$ cat config.mk
export PLATFORM = sky130hd
export DESIGN_NAME = sample_variance_stddev
export DESIGN_NICKNAME = d
export VERILOG_FILES = /design/src/rtl/svs_pkg.sv /design/src/rtl/svs_queue.sv /design/src/rtl/svs_front.sv /design/src/rtl/svs_back.sv /design/src/rtl/sample_variance_stddev.sv
export SDC_FILE = /design/constraint.sdc
export NUM_CORES = 2
export LEC_CHECK = 0
export CAP_MARGIN = 25
export CORE_ASPECT_RATIO = 0.75
export CORE_MARGIN = 2
export CORE_UTILIZATION = 70
export CTS_CLUSTER_SIZE = 30
export DETAILED_ROUTE_END_ITERATION = 10
export DONT_BUFFER_PORTS = 1
export GPL_TIMING_DRIVEN = 0
export PLACE_DENSITY = 0.86
export SLEW_MARGIN = 20
export SYNTH_ARGS = -nofsm -noshare
export SYNTH_HDL_FRONTEND = slang
export SYNTH_SLANG_ARGS = --single-unit
$ cat constraint.sdc
create_clock -name i_clk -period 15.7 [get_ports i_clk]
set_input_delay 1.57 -clock i_clk [delete_from_list [all_inputs] [get_ports i_clk]]
set_output_delay 1.57 -clock i_clk [all_outputs]
set_load 0.005 [all_outputs]
$ cat src/rtl/svs_pkg.sv
// shared types and constants for the sample variance / standard deviation block
// no dependencies; imported by every module of the block except svs_queue
`timescale 1ns / 1ps

package svs_pkg;

    localparam int SMP_W           = 16;   // width of the sample field on the port
    localparam int RAW_W           = 24;   // widest supported sample width
    localparam int FRAC_W          = 8;    // fraction bits of the results
    localparam int VAR_W           = 39;
    localparam int SD_W            = 24;
    localparam int RAD_W           = 2 * SD_W;
    localparam int CNT_OUT_W       = 13;
    localparam int QUEUE_DEPTH     = 4;
    localparam int MAX_SAMPLES_DEF = 5000;
    localparam int SAMPLE_BITS_DEF = 16;

    typedef struct packed {
        logic signed [SMP_W-1:0] sample;
        logic                    last;
    } t_in;

    typedef struct packed {
        logic [VAR_W-1:0]     variance_q8;
        logic [SD_W-1:0]      stddev_q8;
        logic [CNT_OUT_W-1:0] sample_count;
        logic                 overflowed;
    } t_out;

endpackage

$ cat src/rtl/svs_queue.sv
// small register queue carrying closed sets from the accumulator to the math engine
// generic width and depth; no package dependencies
`timescale 1ns / 1ps

module svs_queue #(
    parameter int W     = 8,
    parameter int DEPTH = 4,
    localparam int AW   = (DEPTH > 1) ? $clog2(DEPTH) : 1,
    localparam int CW   = $clog2(DEPTH + 1)
) (
    input  logic          i_clk,
    input  logic          i_rst_n,
    input  logic          i_push,
    input  logic [W-1:0]  i_data,
    input  logic          i_pop,
    output logic [W-1:0]  o_data,
    output logic [CW-1:0] o_count
);

    logic [W-1:0]  r_mem [DEPTH];
    logic [AW-1:0] r_wr;
    logic [AW-1:0] r_rd;
    logic [CW-1:0] r_count;
    logic [AW-1:0] n_wr;
    logic [AW-1:0] n_rd;

    assign n_wr    = (r_wr == AW'(DEPTH - 1)) ? '0 : r_wr + AW'(1);
    assign n_rd    = (r_rd == AW'(DEPTH - 1)) ? '0 : r_rd + AW'(1);
    assign o_data  = r_mem[r_rd];
    assign o_count = r_count;

    always_ff @(posedge i_clk) begin
        if (!i_rst_n) begin
            r_wr    <= '0;
            r_rd    <= '0;
            r_count <= '0;
        end else begin
            if (i_push) begin
                r_wr <= n_wr;
            end
            if (i_pop) begin
                r_rd <= n_rd;
            end
            if (i_push && !i_pop) begin
                r_count <= r_count + CW'(1);
            end else if (!i_push && i_pop) begin
                r_count <= r_count - CW'(1);
            end
        end
    end

    always_ff @(posedge i_clk) begin
        if (i_push) begin
            r_mem[r_wr] <= i_data;
        end
    end

endmodule

$ cat src/rtl/svs_front.sv
// input side: takes samples, squares them and keeps the running count, sum and sum of squares
// depends on svs_pkg; hands each closed set to svs_queue
`timescale 1ns / 1ps

module svs_front #(
    parameter int MAX_SAMPLES  = svs_pkg::MAX_SAMPLES_DEF,
    parameter int SAMPLE_BITS  = svs_pkg::SAMPLE_BITS_DEF,
    localparam int CNT_W       = $clog2(MAX_SAMPLES + 1),
    localparam int SUM_W       = SAMPLE_BITS + CNT_W,
    localparam int SQ_W        = 2 * SAMPLE_BITS - 1,
    localparam int S2_W        = SQ_W + CNT_W,
    localparam int SNAP_W      = SUM_W + S2_W + CNT_W + 1,
    localparam int QC_W        = $clog2(svs_pkg::QUEUE_DEPTH + 1)
) (
    input  logic              i_clk,
    input  logic              i_rst_n,
    input  svs_pkg::t_in      i_in,
    input  logic              i_in_valid,
    output logic              o_in_ready,
    input  logic [QC_W-1:0]   i_q_count,
    output logic              o_push,
    output logic [SNAP_W-1:0] o_snap
);

    import svs_pkg::*;

    localparam logic [CNT_W-1:0] CNT_MAX = CNT_W'(MAX_SAMPLES);

    logic [RAW_W-1:0]                raw;
    logic signed [SAMPLE_BITS-1:0]   smp;
    logic                            accept;
    logic [QC_W:0]                   held;
    logic signed [2*SAMPLE_BITS-1:0] prod;

    logic                          r_s1_v;
    logic                          r_s1_last;
    logic signed [SAMPLE_BITS-1:0] r_s1_smp;
    logic                          r_s2_v;
    logic                          r_s2_last;
    logic signed [SAMPLE_BITS-1:0] r_s2_smp;
    logic [SQ_W-1:0]               r_s2_sq;

    logic signed [SUM_W-1:0] r_sum;
    logic [S2_W-1:0]         r_sq;
    logic [CNT_W-1:0]        r_cnt;
    logic                    r_drop;
    logic signed [SUM_W-1:0] n_sum;
    logic [S2_W-1:0]         n_sq;
    logic [CNT_W-1:0]        n_cnt;
    logic                    n_drop;
    logic                    take;

    // the sample is sign extended from its configured width, not from the port width
    assign raw = {{(RAW_W - SMP_W){1'b0}}, i_in.sample};
    assign smp = signed'(raw[SAMPLE_BITS-1:0]);

    // a closing word needs a queue slot; count those already in the pipe
    assign held = {1'b0, i_q_count} + (QC_W + 1)'(r_s1_v & r_s1_last)
                + (QC_W + 1)'(r_s2_v & r_s2_last);
    assign o_in_ready = (held < (QC_W + 1)'(QUEUE_DEPTH)) || !i_in.last;
    assign accept     = i_in_valid && o_in_ready;

    assign prod = r_s1_smp * r_s1_smp;

    always_comb begin
        take   = r_s2_v && (r_cnt < CNT_MAX);
        n_sum  = r_sum;
        n_sq   = r_sq;
        n_cnt  = r_cnt;
        n_drop = r_drop;
        if (take) begin
            n_sum = r_sum + SUM_W'(r_s2_smp);
            n_sq  = r_sq + S2_W'(r_s2_sq);
            n_cnt = r_cnt + CNT_W'(1);
        end else if (r_s2_v) begin
            n_drop = 1'b1;
        end
    end

    assign o_push = r_s2_v && r_s2_last;
    assign o_snap = {n_sum, n_sq, n_cnt, n_drop};

    always_ff @(posedge i_clk) begin
        r_s1_last <= i_in.last;
        r_s1_smp  <= smp;
        r_s2_last <= r_s1_last;
        r_s2_smp  <= r_s1_smp;
        r_s2_sq   <= prod[SQ_W-1:0];
    end

    always_ff @(posedge i_clk) begin
        if (!i_rst_n) begin
            r_s1_v <= 1'b0;
            r_s2_v <= 1'b0;
            r_sum  <= '0;
            r_sq   <= '0;
            r_cnt  <= '0;
            r_drop <= 1'b0;
        end else begin
            r_s1_v <= accept;
            r_s2_v <= r_s1_v;
            if (o_push) begin
                r_sum  <= '0;
                r_sq   <= '0;
                r_cnt  <= '0;
                r_drop <= 1'b0;
            end else begin
                r_sum  <= n_sum;
                r_sq   <= n_sq;
                r_cnt  <= n_cnt;
                r_drop <= n_drop;
            end
        end
    end

endmodule

$ cat src/rtl/svs_back.sv
// math engine: shift-add products, restoring divide and digit-by-digit square root
// depends on svs_pkg; reads closed sets from svs_queue and holds the result register
`timescale 1ns / 1ps

module svs_back #(
    parameter int MAX_SAMPLES  = svs_pkg::MAX_SAMPLES_DEF,
    parameter int SAMPLE_BITS  = svs_pkg::SAMPLE_BITS_DEF,
    localparam int CNT_W       = $clog2(MAX_SAMPLES + 1),
    localparam int SUM_W       = SAMPLE_BITS + CNT_W,
    localparam int S2_W        = 2 * SAMPLE_BITS - 1 + CNT_W,
    localparam int SNAP_W      = SUM_W + S2_W + CNT_W + 1
) (
    input  logic              i_clk,
    input  logic              i_rst_n,
    input  logic [SNAP_W-1:0] i_snap,
    input  logic              i_snap_valid,
    output logic              o_pop,
    output svs_pkg::t_out     o_out,
    output logic              o_out_valid,
    input  logic              i_out_ready
);

    import svs_pkg::*;

    localparam int MAG_W  = SUM_W - 1;
    localparam int D_W    = CNT_W + S2_W;
    localparam int NN_W   = 2 * CNT_W;
    localparam int DV_W   = D_W + FRAC_W;
    localparam int QX_W   = (DV_W > VAR_W) ? DV_W : VAR_W;
    localparam int STEP_W = $clog2(DV_W + 1);

    localparam logic [2:0] ST_IDLE = 3'd0;
    localparam logic [2:0] ST_MULN = 3'd1;
    localparam logic [2:0] ST_MULM = 3'd2;
    localparam logic [2:0] ST_DIV  = 3'd3;
    localparam logic [2:0] ST_SQRT = 3'd4;
    localparam logic [2:0] ST_DONE = 3'd5;

    logic signed [SUM_W-1:0] q_sum;
    logic signed [SUM_W-1:0] q_neg;
    logic [S2_W-1:0]         q_sq;
    logic [CNT_W-1:0]        q_cnt;
    logic                    q_drop;
    logic [MAG_W-1:0]        q_mag;
    logic [NN_W-1:0]         q_nn;

    logic [D_W-1:0]    acc_add;
    logic [D_W-1:0]    acc_sub;
    logic [NN_W:0]     rem_sh;
    logic              dge;
    logic [NN_W:0]     rem_diff;
    logic [DV_W-1:0]   quo;
    logic [QX_W-1:0]   qx;
    logic [SD_W+1:0]   srem_sh;
    logic [SD_W+1:0]   trial;
    logic              sge;
    logic              out_load;

    logic [2:0]        r_state,  n_state;
    logic [STEP_W-1:0] r_step,   n_step;
    logic [CNT_W-1:0]  r_n,      n_n;
    logic              r_drop,   n_drop;
    logic [MAG_W-1:0]  r_mag,    n_mag;
    logic [NN_W-1:0]   r_nn,     n_nn;
    logic [D_W-1:0]    r_mcand,  n_mcand;
    logic [MAG_W-1:0]  r_mplr,   n_mplr;
    logic [D_W-1:0]    r_acc,    n_acc;
    logic [DV_W-1:0]   r_dvd,    n_dvd;
    logic [NN_W-1:0]   r_rem,    n_rem;
    logic [VAR_W-1:0]  r_var,    n_var;
    logic [RAD_W-1:0]  r_rad,    n_rad;
    logic [SD_W-1:0]   r_root,   n_root;
    logic [SD_W+1:0]   r_srem,   n_srem;
    t_out              r_out,    n_out;
    logic              r_out_v,  n_out_v;

    assign q_sum  = signed'(i_snap[SNAP_W-1 -: SUM_W]);
    assign q_sq   = i_snap[CNT_W+1 +: S2_W];
    assign q_cnt  = i_snap[1 +: CNT_W];
    assign q_drop = i_snap[0];
    assign q_neg  = -q_sum;
    assign q_mag  = q_sum[SUM_W-1] ? q_neg[MAG_W-1:0] : q_sum[MAG_W-1:0];
    assign q_nn   = NN_W'(q_cnt) * NN_W'(q_cnt);

    assign o_pop   = (r_state == ST_IDLE) && i_snap_valid;
    assign acc_add = r_acc + r_mcand;
    assign acc_sub = r_acc - r_mcand;

    // restoring divide, one quotient bit per cycle
    assign rem_sh   = {r_rem, r_dvd[DV_W-1]};
    assign dge      = rem_sh >= {1'b0, r_nn};
    assign rem_diff = rem_sh - {1'b0, r_nn};
    assign quo      = {r_dvd[DV_W-2:0], dge};
    assign qx       = QX_W'(quo);

    // square root, two radicand bits per cycle
    assign srem_sh = {r_srem[SD_W-1:0], r_rad[RAD_W-1 -: 2]};
    assign trial   = {r_root, 2'b01};
    assign sge     = srem_sh >= trial;

    assign out_load = (r_state == ST_DONE) && (!r_out_v || i_out_ready);

    always_comb begin
        n_state = r_state;
        n_step  = r_step;
        n_n     = r_n;
        n_drop  = r_drop;
        n_mag   = r_mag;
        n_nn    = r_nn;
        n_mcand = r_mcand;
        n_mplr  = r_mplr;
        n_acc   = r_acc;
        n_dvd   = r_dvd;
        n_rem   = r_rem;
        n_var   = r_var;
        n_rad   = r_rad;
        n_root  = r_root;
        n_srem  = r_srem;
        case (r_state)
            ST_IDLE: begin
                if (o_pop) begin
                    n_n     = q_cnt;
                    n_drop  = q_drop;
                    n_mag   = q_mag;
                    n_nn    = q_nn;
                    n_mcand = D_W'(q_sq);
                    n_mplr  = MAG_W'(q_cnt);
                    n_acc   = '0;
                    n_step  = '0;
                    n_state = ST_MULN;
                end
            end
            ST_MULN: begin
                // n * sum of squares
                n_acc   = r_mplr[0] ? acc_add : r_acc;
                n_mcand = r_mcand << 1;
                n_mplr  = r_mplr >> 1;
                n_step  = r_step + STEP_W'(1);
                if (r_step == STEP_W'(CNT_W - 1)) begin
                    n_mcand = D_W'(r_mag);
                    n_mplr  = r_mag;
                    n_step  = '0;
                    n_state = ST_MULM;
                end
            end
            ST_MULM: begin
                // minus sum squared, never goes below zero
                n_acc   = r_mplr[0] ? acc_sub : r_acc;
                n_mcand = r_mcand << 1;
                n_mplr  = r_mplr >> 1;
                n_step  = r_step + STEP_W'(1);
                if (r_step == STEP_W'(MAG_W - 1)) begin
                    n_dvd   = {n_acc, {FRAC_W{1'b0}}};
                    n_rem   = '0;
                    n_step  = '0;
                    n_state = ST_DIV;
                end
            end
            ST_DIV: begin
                n_rem  = dge ? rem_diff[NN_W-1:0] : rem_sh[NN_W-1:0];
                n_dvd  = quo;
                n_step = r_step + STEP_W'(1);
                if (r_step == STEP_W'(DV_W - 1)) begin
                    n_var   = (r_n == '0) ? '0 : qx[VAR_W-1:0];
                    n_rad   = RAD_W'({n_var, {FRAC_W{1'b0}}});
                    n_root  = '0;
                    n_srem  = '0;
                    n_step  = '0;
                    n_state = ST_SQRT;
                end
            end
            ST_SQRT: begin
                n_srem = sge ? srem_sh - trial : srem_sh;
                n_root = {r_root[SD_W-2:0], sge};
                n_rad  = r_rad << 2;
                n_step = r_step + STEP_W'(1);
                if (r_step == STEP_W'(SD_W - 1)) begin
                    n_state = ST_DONE;
                end
            end
            ST_DONE: begin
                if (out_load) begin
                    n_state = ST_IDLE;
                end
            end
            default: begin
                n_state = ST_IDLE;
            end
        endcase
    end

    always_comb begin
        n_out   = r_out;
        n_out_v = r_out_v && !i_out_ready;
        if (out_load) begin
            n_out.variance_q8  = r_var;
            n_out.stddev_q8    = r_root;
            n_out.sample_count = CNT_OUT_W'(32'(r_n));
            n_out.overflowed   = r_drop;
            n_out_v            = 1'b1;
        end
    end

    assign o_out       = r_out;
    assign o_out_valid = r_out_v;

    always_ff @(posedge i_clk) begin
        r_step  <= n_step;
        r_n     <= n_n;
        r_drop  <= n_drop;
        r_mag   <= n_mag;
        r_nn    <= n_nn;
        r_mcand <= n_mcand;
        r_mplr  <= n_mplr;
        r_acc   <= n_acc;
        r_dvd   <= n_dvd;
        r_rem   <= n_rem;
        r_var   <= n_var;
        r_rad   <= n_rad;
        r_root  <= n_root;
        r_srem  <= n_srem;
        r_out   <= n_out;
    end

    always_ff @(posedge i_clk) begin
        if (!i_rst_n) begin
            r_state <= ST_IDLE;
            r_out_v <= 1'b0;
        end else begin
            r_state <= n_state;
            r_out_v <= n_out_v;
        end
    end

endmodule

$ cat src/rtl/sample_variance_stddev.sv
// Population variance and standard deviation over sets of signed samples.
// Input channel (i_in, i_in_valid / o_in_ready): one sample word per cycle; the word
// with last set closes the set. Output channel (o_out, o_out_valid / i_out_ready): one
// result word per set with variance and standard deviation in Q.8, the sample count
// and a flag that samples past MAX_SAMPLES were dropped.
// Throughput: one sample word per cycle while o_in_ready is high, set by the two-stage
// square and accumulate pipe. Each closed set then passes through the multiply,
// multiply-subtract, divide and square root states of the single shared math engine
// and waits in its done state until the result register takes it; the engine takes
// a new set from the queue only once it is back in its idle state.
// A four-entry queue holds closed sets; when it is full a closing word waits
// (o_in_ready low), while ordinary sample words keep flowing.
// A stalled receiver holds the result in the output register; the engine then waits
// in its done state and the queue absorbs further sets.
// Reset (i_rst_n low, synchronous) clears the running sums, queue and result valid.
// depends on svs_pkg, svs_front, svs_queue, svs_back
`timescale 1ns / 1ps

module sample_variance_stddev #(
    parameter int MAX_SAMPLES = svs_pkg::MAX_SAMPLES_DEF,
    parameter int SAMPLE_BITS = svs_pkg::SAMPLE_BITS_DEF
) (
    input  logic          i_clk,
    input  logic          i_rst_n,
    input  svs_pkg::t_in  i_in,
    input  logic          i_in_valid,
    output logic          o_in_ready,
    output svs_pkg::t_out o_out,
    output logic          o_out_valid,
    input  logic          i_out_ready
);

    import svs_pkg::*;

    localparam int CNT_W  = $clog2(MAX_SAMPLES + 1);
    localparam int SUM_W  = SAMPLE_BITS + CNT_W;
    localparam int S2_W   = 2 * SAMPLE_BITS - 1 + CNT_W;
    localparam int SNAP_W = SUM_W + S2_W + CNT_W + 1;
    localparam int QC_W   = $clog2(QUEUE_DEPTH + 1);

    logic              push;
    logic              pop;
    logic [SNAP_W-1:0] snap_in;
    logic [SNAP_W-1:0] snap_out;
    logic [QC_W-1:0]   q_count;

    svs_front #(
        .MAX_SAMPLES (MAX_SAMPLES),
        .SAMPLE_BITS (SAMPLE_BITS)
    ) u_front (
        .i_clk      (i_clk),
        .i_rst_n    (i_rst_n),
        .i_in       (i_in),
        .i_in_valid (i_in_valid),
        .o_in_ready (o_in_ready),
        .i_q_count  (q_count),
        .o_push     (push),
        .o_snap     (snap_in)
    );

    svs_queue #(
        .W     (SNAP_W),
        .DEPTH (QUEUE_DEPTH)
    ) u_queue (
        .i_clk   (i_clk),
        .i_rst_n (i_rst_n),
        .i_push  (push),
        .i_data  (snap_in),
        .i_pop   (pop),
        .o_data  (snap_out),
        .o_count (q_count)
    );

    svs_back #(
        .MAX_SAMPLES (MAX_SAMPLES),
        .SAMPLE_BITS (SAMPLE_BITS)
    ) u_back (
        .i_clk        (i_clk),
        .i_rst_n      (i_rst_n),
        .i_snap       (snap_out),
        .i_snap_valid (q_count != '0),
        .o_pop        (pop),
        .o_out        (o_out),
        .o_out_valid  (o_out_valid),
        .i_out_ready  (i_out_ready)
    );

    // slot reservation in the front must keep the queue from overrunning
    a_queue_room: assert property (@(posedge i_clk) disable iff (!i_rst_n)
        push |-> (q_count < QC_W'(QUEUE_DEPTH)))
        else $error("closed set pushed into a full queue");

    a_root_low: assert property (@(posedge i_clk) disable iff (!i_rst_n)
        o_out_valid |-> ((RAD_W + 1)'(o_out.stddev_q8) * (RAD_W + 1)'(o_out.stddev_q8)
            <= (RAD_W + 1)'({o_out.variance_q8, {FRAC_W{1'b0}}})))
        else $error("standard deviation too large for variance");

    a_root_high: assert property (@(posedge i_clk) disable iff (!i_rst_n)
        o_out_valid |-> (((RAD_W + 1)'(o_out.stddev_q8) + (RAD_W + 1)'(1))
            * ((RAD_W + 1)'(o_out.stddev_q8) + (RAD_W + 1)'(1))
            > (RAD_W + 1)'({o_out.variance_q8, {FRAC_W{1'b0}}})))
        else $error("standard deviation too small for variance");

    a_reset_idle: assert property (@(posedge i_clk)
        !i_rst_n |=> !o_out_valid)
        else $error("result word valid right after reset");

endmodule
; After elaboration in Yosys (flattened, before gate mapping)
; Memory sizes are Yosys's and may differ from the RTL's. A register that Yosys moved wholly into a read port is not among the register bits.
; Index checks and enable logic that the tools add are counted.
; W data, S select, Z words.
[classes]
n_lt_le_gt_ge = 4
n_eq_ne = 18
n_mux = 50
reduce_logical = 32
n_shift = 0
mul = 2
bitwise_logic = 3
n_div = 0
n_addsub = 15
[ops]
columns = cell, count
row1 = $pmux W57 S3, 2
row2 = $mux W57, 5
row3 = $pmux W65 S2, 1
row4 = $pmux W24 S2, 2
row5 = $pmux W48 S2, 1
row6 = $mux W28, 3
row7 = $pmux W28 S3, 1
row8 = $mux W24, 3
row9 = $mux W65, 1
row10 = $add A57 B57 Y57, 1
row11 = $sub A57 B57 Y57, 1
row12 = $mux W26, 2
row13 = $pmux W26 S2, 1
row14 = $mux W48, 1
row15 = $add A44 B31 Y44, 1
row16 = $mux W44, 1
row17 = $mux W39, 1
row18 = $pmux W7 S5, 1
row19 = $mul A16 B16 Y31, 1
row20 = $add A29 B16 Y29, 1
row21 = $mux W29, 1
row22 = $mux W7, 4
row23 = $neg A28 Y28, 1
row24 = $ge A27 B26 Y1, 1
row25 = other kinds (41), 86
[word_totals]
out_inout_bits = 79
elab_cells = 159
reg_bits = 685
n_memories = 1
latch_bits = 0
mem_bits_ro = 0
ramBits = 348
[memory_table]
columns = name, words, word_bits, read_ports, rd_clocked_by_memory_dff, wr, line_no
row1 = u_queue.r_mem, 4, 87, 1, 1, 1, svs_queue.sv:20  ; logic [W-1:0] r_mem [DEPTH];

; Longest topological paths before layout
[logic_depth]
ltp_word = 6
mapped_depth = 34

; By module
; From an unflattened synthesis, not the netlist that was laid out.
[unflattened]
cells_unflattened = 5751
area_unflattened_um2 = 64555.7
[by_module_without_submodules]
columns = mod, instances, area_each_um2, cells_each
row1 = svs_back, 1, 34340.4, 3302
row2 = svs_front, 1, 17209.0, 1951
row3 = svs_queue, 1, 13000.0, 497
row4 = sample_variance_stddev, 1, 6.3, 1

; Worst setup path after synthesis
; No wires, ideal clock.
[synth_timing]
path_kind = register -> register
from = register u_back.r_state[2]
to = register u_back.r_dvd[0], enable pin
period_less_slack_ns = 8.489
arrival_ns = 7.823
path_slack_ns = 7.211
path_stages_with_launch = 7
path_cell_list = dfxtp_1 > clkbuf_1 > or3b_2 > clkbuf_1 > clkbuf_1 > buf_1 > o21ai_0
[synth_via]
elab_chain_len = 3
elab_cells_between_ends = 5
[synth_rtl]
columns = item, line_no
row1 = "start, declared", svs_back.sv:59  ; logic [2:0] r_state, n_state;
row2 = "start signal, assigned", svs_back.sv:230  ; r_state <= n_state;
row3 = $eq A3 B2 Y1, svs_back.sv:119  ; case (r_state)
row4 = $ne A2 B1 Y1 (no line) or $reduce_bool A2 Y1 (tied branches), n/a
row5 = $reduce_and A2 Y1 (no line) (*), n/a
row6 = "end signal, assigned", svs_back.sv:216  ; r_dvd <= n_dvd;
row7 = "end, declared", svs_back.sv:68  ; logic [DV_W-1:0] r_dvd, n_dvd;
; Every way passes the cells marked *; elsewhere a longest branch is shown, timed or not.
; A chain may end at the register's enable or synchronous reset.

==> flow_summary.yaml <==
final_layout:
  multiInputGateArea_mm2: 0.0309
  nFillCells: 5487
  seq_area_mm2: 0.0291
  area_delta_synth_final_pct: 8.53
  fin_util: 0.769
  nNetsFinal: 6568
  mostFrequentLayoutCells: "edfxtp_1 (858), inv_1 (740), nor2_1 (403)"
  layout_commonest_cell: "edfxtp_1"
  drive_gt1_frac: 0.0694
  finalInstanceArea_mm2: 0.0691
worst_setup_path:
  path_common_cell: "inv_1"
  critPathMaxFanout: 10
  start_kind: "register"
  crit_arrival_ps: 10940
  worstSetupPathType: "register to register"
  end_kind: "register"
  worstPathRequired_ps: 16170
  path_delay_family: "buffers and inverters"
  crit_slowest_cell: "fa_1"
  slowest_delay_ps: 530
  path_buf_inv: 13
clocking:
  numCtsBuffers: 97
  post_cts_buffers: 0
  clockRootBuffer: "clkbuf_16"
  clkTransAtPathRegs_ps: 60
  htreeDepth: 3
  cts_hold_buf: 0
  clock_latency_ps: 740
  cts_buffer_depth: 3
  cts.sinks: 1023
  cts_resized: 0
  cts_tree: "yes"
sta:
  rsz0062_at_grt: "false"
  relSlewSlack: 0.213
  finalCritPeriodShare: 0.667
  drv_slew: 0
  setup_viol: 0
  max_freq_mhz: 95.5
  worstMarginPinSlew_ps: 1170
  period_needed_ps: 10480
  finalSetupTns_ps: 0
  fin_worst_skew_ps: 39.4
  hold_viol: 0
yosys:
  synth_top_family_by_area: "adder cells"
  synthTopCellsByArea: "edfxtp_1 (40%), fa_1 (10%), ha_1 (7.5%), dfxtp_1 (5.2%), inv_1 (4.4%)"
  yosysTopAreaCell: "edfxtp_1"
  synth_compound_gate_area_share: 0.111
  synth_edf_count: 858
  yosys.area_share.adder: 0.180
  synthSimpleGateAreaFrac: 0.101
  syn_inst: 5696
  synth.area.mux_share: 0.0520
  synth-warning-count: 0
  synth_flop_cell: "edfxtp_1"
  synth_cell_type_count: 90
  synth_seq_cells: 1023
  synthArstFlopShare: 0
  synthesis.nets: 6434
  synthXorXnorAreaFrac: 0.0410
  synthesis.area_mm2: 0.0637
  synth-seq-area-share: 0.457
  synth_top_area_frac: 0.405
  synth.avg_cell_area_um2: 11.2
outcome:
  violations: "design-rule violations"
  status: "complete, but fails checks"
place:
  placed_area_mm2: 0.0657
  gp_congestion: 0.980
  port_buffers: 0
  dp_hpwl_mm: 126
floorplan:
  io_pins: 100
  start_util: 0.708
  core_area_mm2: 0.0899
  die_h_um: 265
  fp.dieW_um: 352
  rows: 95
  die-area_mm2: 0.0934
grt:
  grt_use_total: 0.369
  grt_max_degree: 50
  antenna_found_initial: 6
  grt-ovfl-total: 0
  grt_pass1_wl_mm: 266
  grt_pass1_vias: 45600
drt:
  vias: 46300
  drc: 14
  dr.pass1.iters: 11
  ant_nets: 0
  drt_iter0_markers: 6501
  via_per_inst: 6.50
  wirelength_mm: 173
  routedWlPerCell_um: 24.2
worst_hold_path:
  hold_class: "register to register"
run:
  cap_violations: 0
[per-layer routing]
metal,vias to the layer above,share of wire,global-route usage
li1,20200,-,-
met5,-,0.00020,0
met3,526,0.12,0.0869
met2,3107,0.44,0.563
met4,4,0.042,0.130
met1,22500,0.39,0.525
[flip-flops by register name, indices dropped and copies added (netlist names), 26 cells and up, named ones only]
register and cells:
u_back.r_mcand 57, u_front.r_sq 44, u_front.r_sum 29, u_back.r_rem 26
u_back.r_mplr 28, u_back.r_mag 28, u_back.r_acc 57, u_front.r_s2_sq 29
u_back.o_out 77, u_back.r_dvd 65, u_queue.r_mem 348, u_back.r_var 39
u_back.r_rad 40
[worst reg2reg max path, delay by kind of cell, from the launching register on]
family	cells	cell delay, ps
buf+inv	13	3480
mux	1	320
fa+ha+maj	6	2510
simple gates	2	320
xor+xnor	1	120
compound gates	11	3000
flops	1	450
[cell usage after synthesis (all sizes together) (52+ instances only)]
cell type    n
a21o        80
a21oi      378
and2       106
clkbuf     183
dfxtp      165
edfxtp     858
fa         333
ha         384
inv        760
mux2        57
mux2i       91
mux4        78
nand2      397
nand3       52
nor2       404
nor2b      100
nor3        71
o21ai      165
o21bai      69
xnor2      234
xor2        64
[final timing paths]
check	from	endpoint	slack [ps]	cells past startpoint
worst max-delay path	register	u_back.r_nn[25]	5220	34
worst min-delay path	u_front.r_s1_smp[13]	u_front.r_s2_smp[13]	370	0
worst max register to register	register	u_back.r_nn[25]	5220	34
worst min register to register	u_front.r_s1_smp[13]	u_front.r_s2_smp[13]	370	0
[through the flow]
step / setup WS [ps] / hold slack (ps) / std cells
3_5_place_dp: 5660 / 343 / 6940
4_1_cts: 5380 / 368 / 7121
5_1_grt: 4830 / 378 / 7124
2_1_floorplan: 7210 / 323 / 5696
6_report: 5220 / 366 / 7125
3_3_place_gp: 3530 / 355 / 6908
[cell families (layout without fill, tap and decap cells)]
logic type,after synthesis,in the layout
flip-flops,1023,1023
AO/OA/AOI/OAI,1089,1089
adder cells (fa/ha/maj),717,717
other,0,1
multiplexers,226,226
AND/OR/NAND/NOR,1354,1354
buffers and inverters,989,1205
XOR/XNOR,298,298
[layout make-up]
type	count	area share
Antenna cell	1	0.0000362
Buffer	222	0.0123
Clock buffer	122	0.0386
Clock inverter	59	0.00936
Inverter	767	0.0417
Multi-Input combinational cell	3684	0.448
Sequential cell	1023	0.421
Tap cell	1212	0.0220
Timing Repair Buffer	35	0.00750
Power is left out: the tool's default activity adds up to more than one toggle a clock period on the data nets, which glitch-free logic cannot reach.
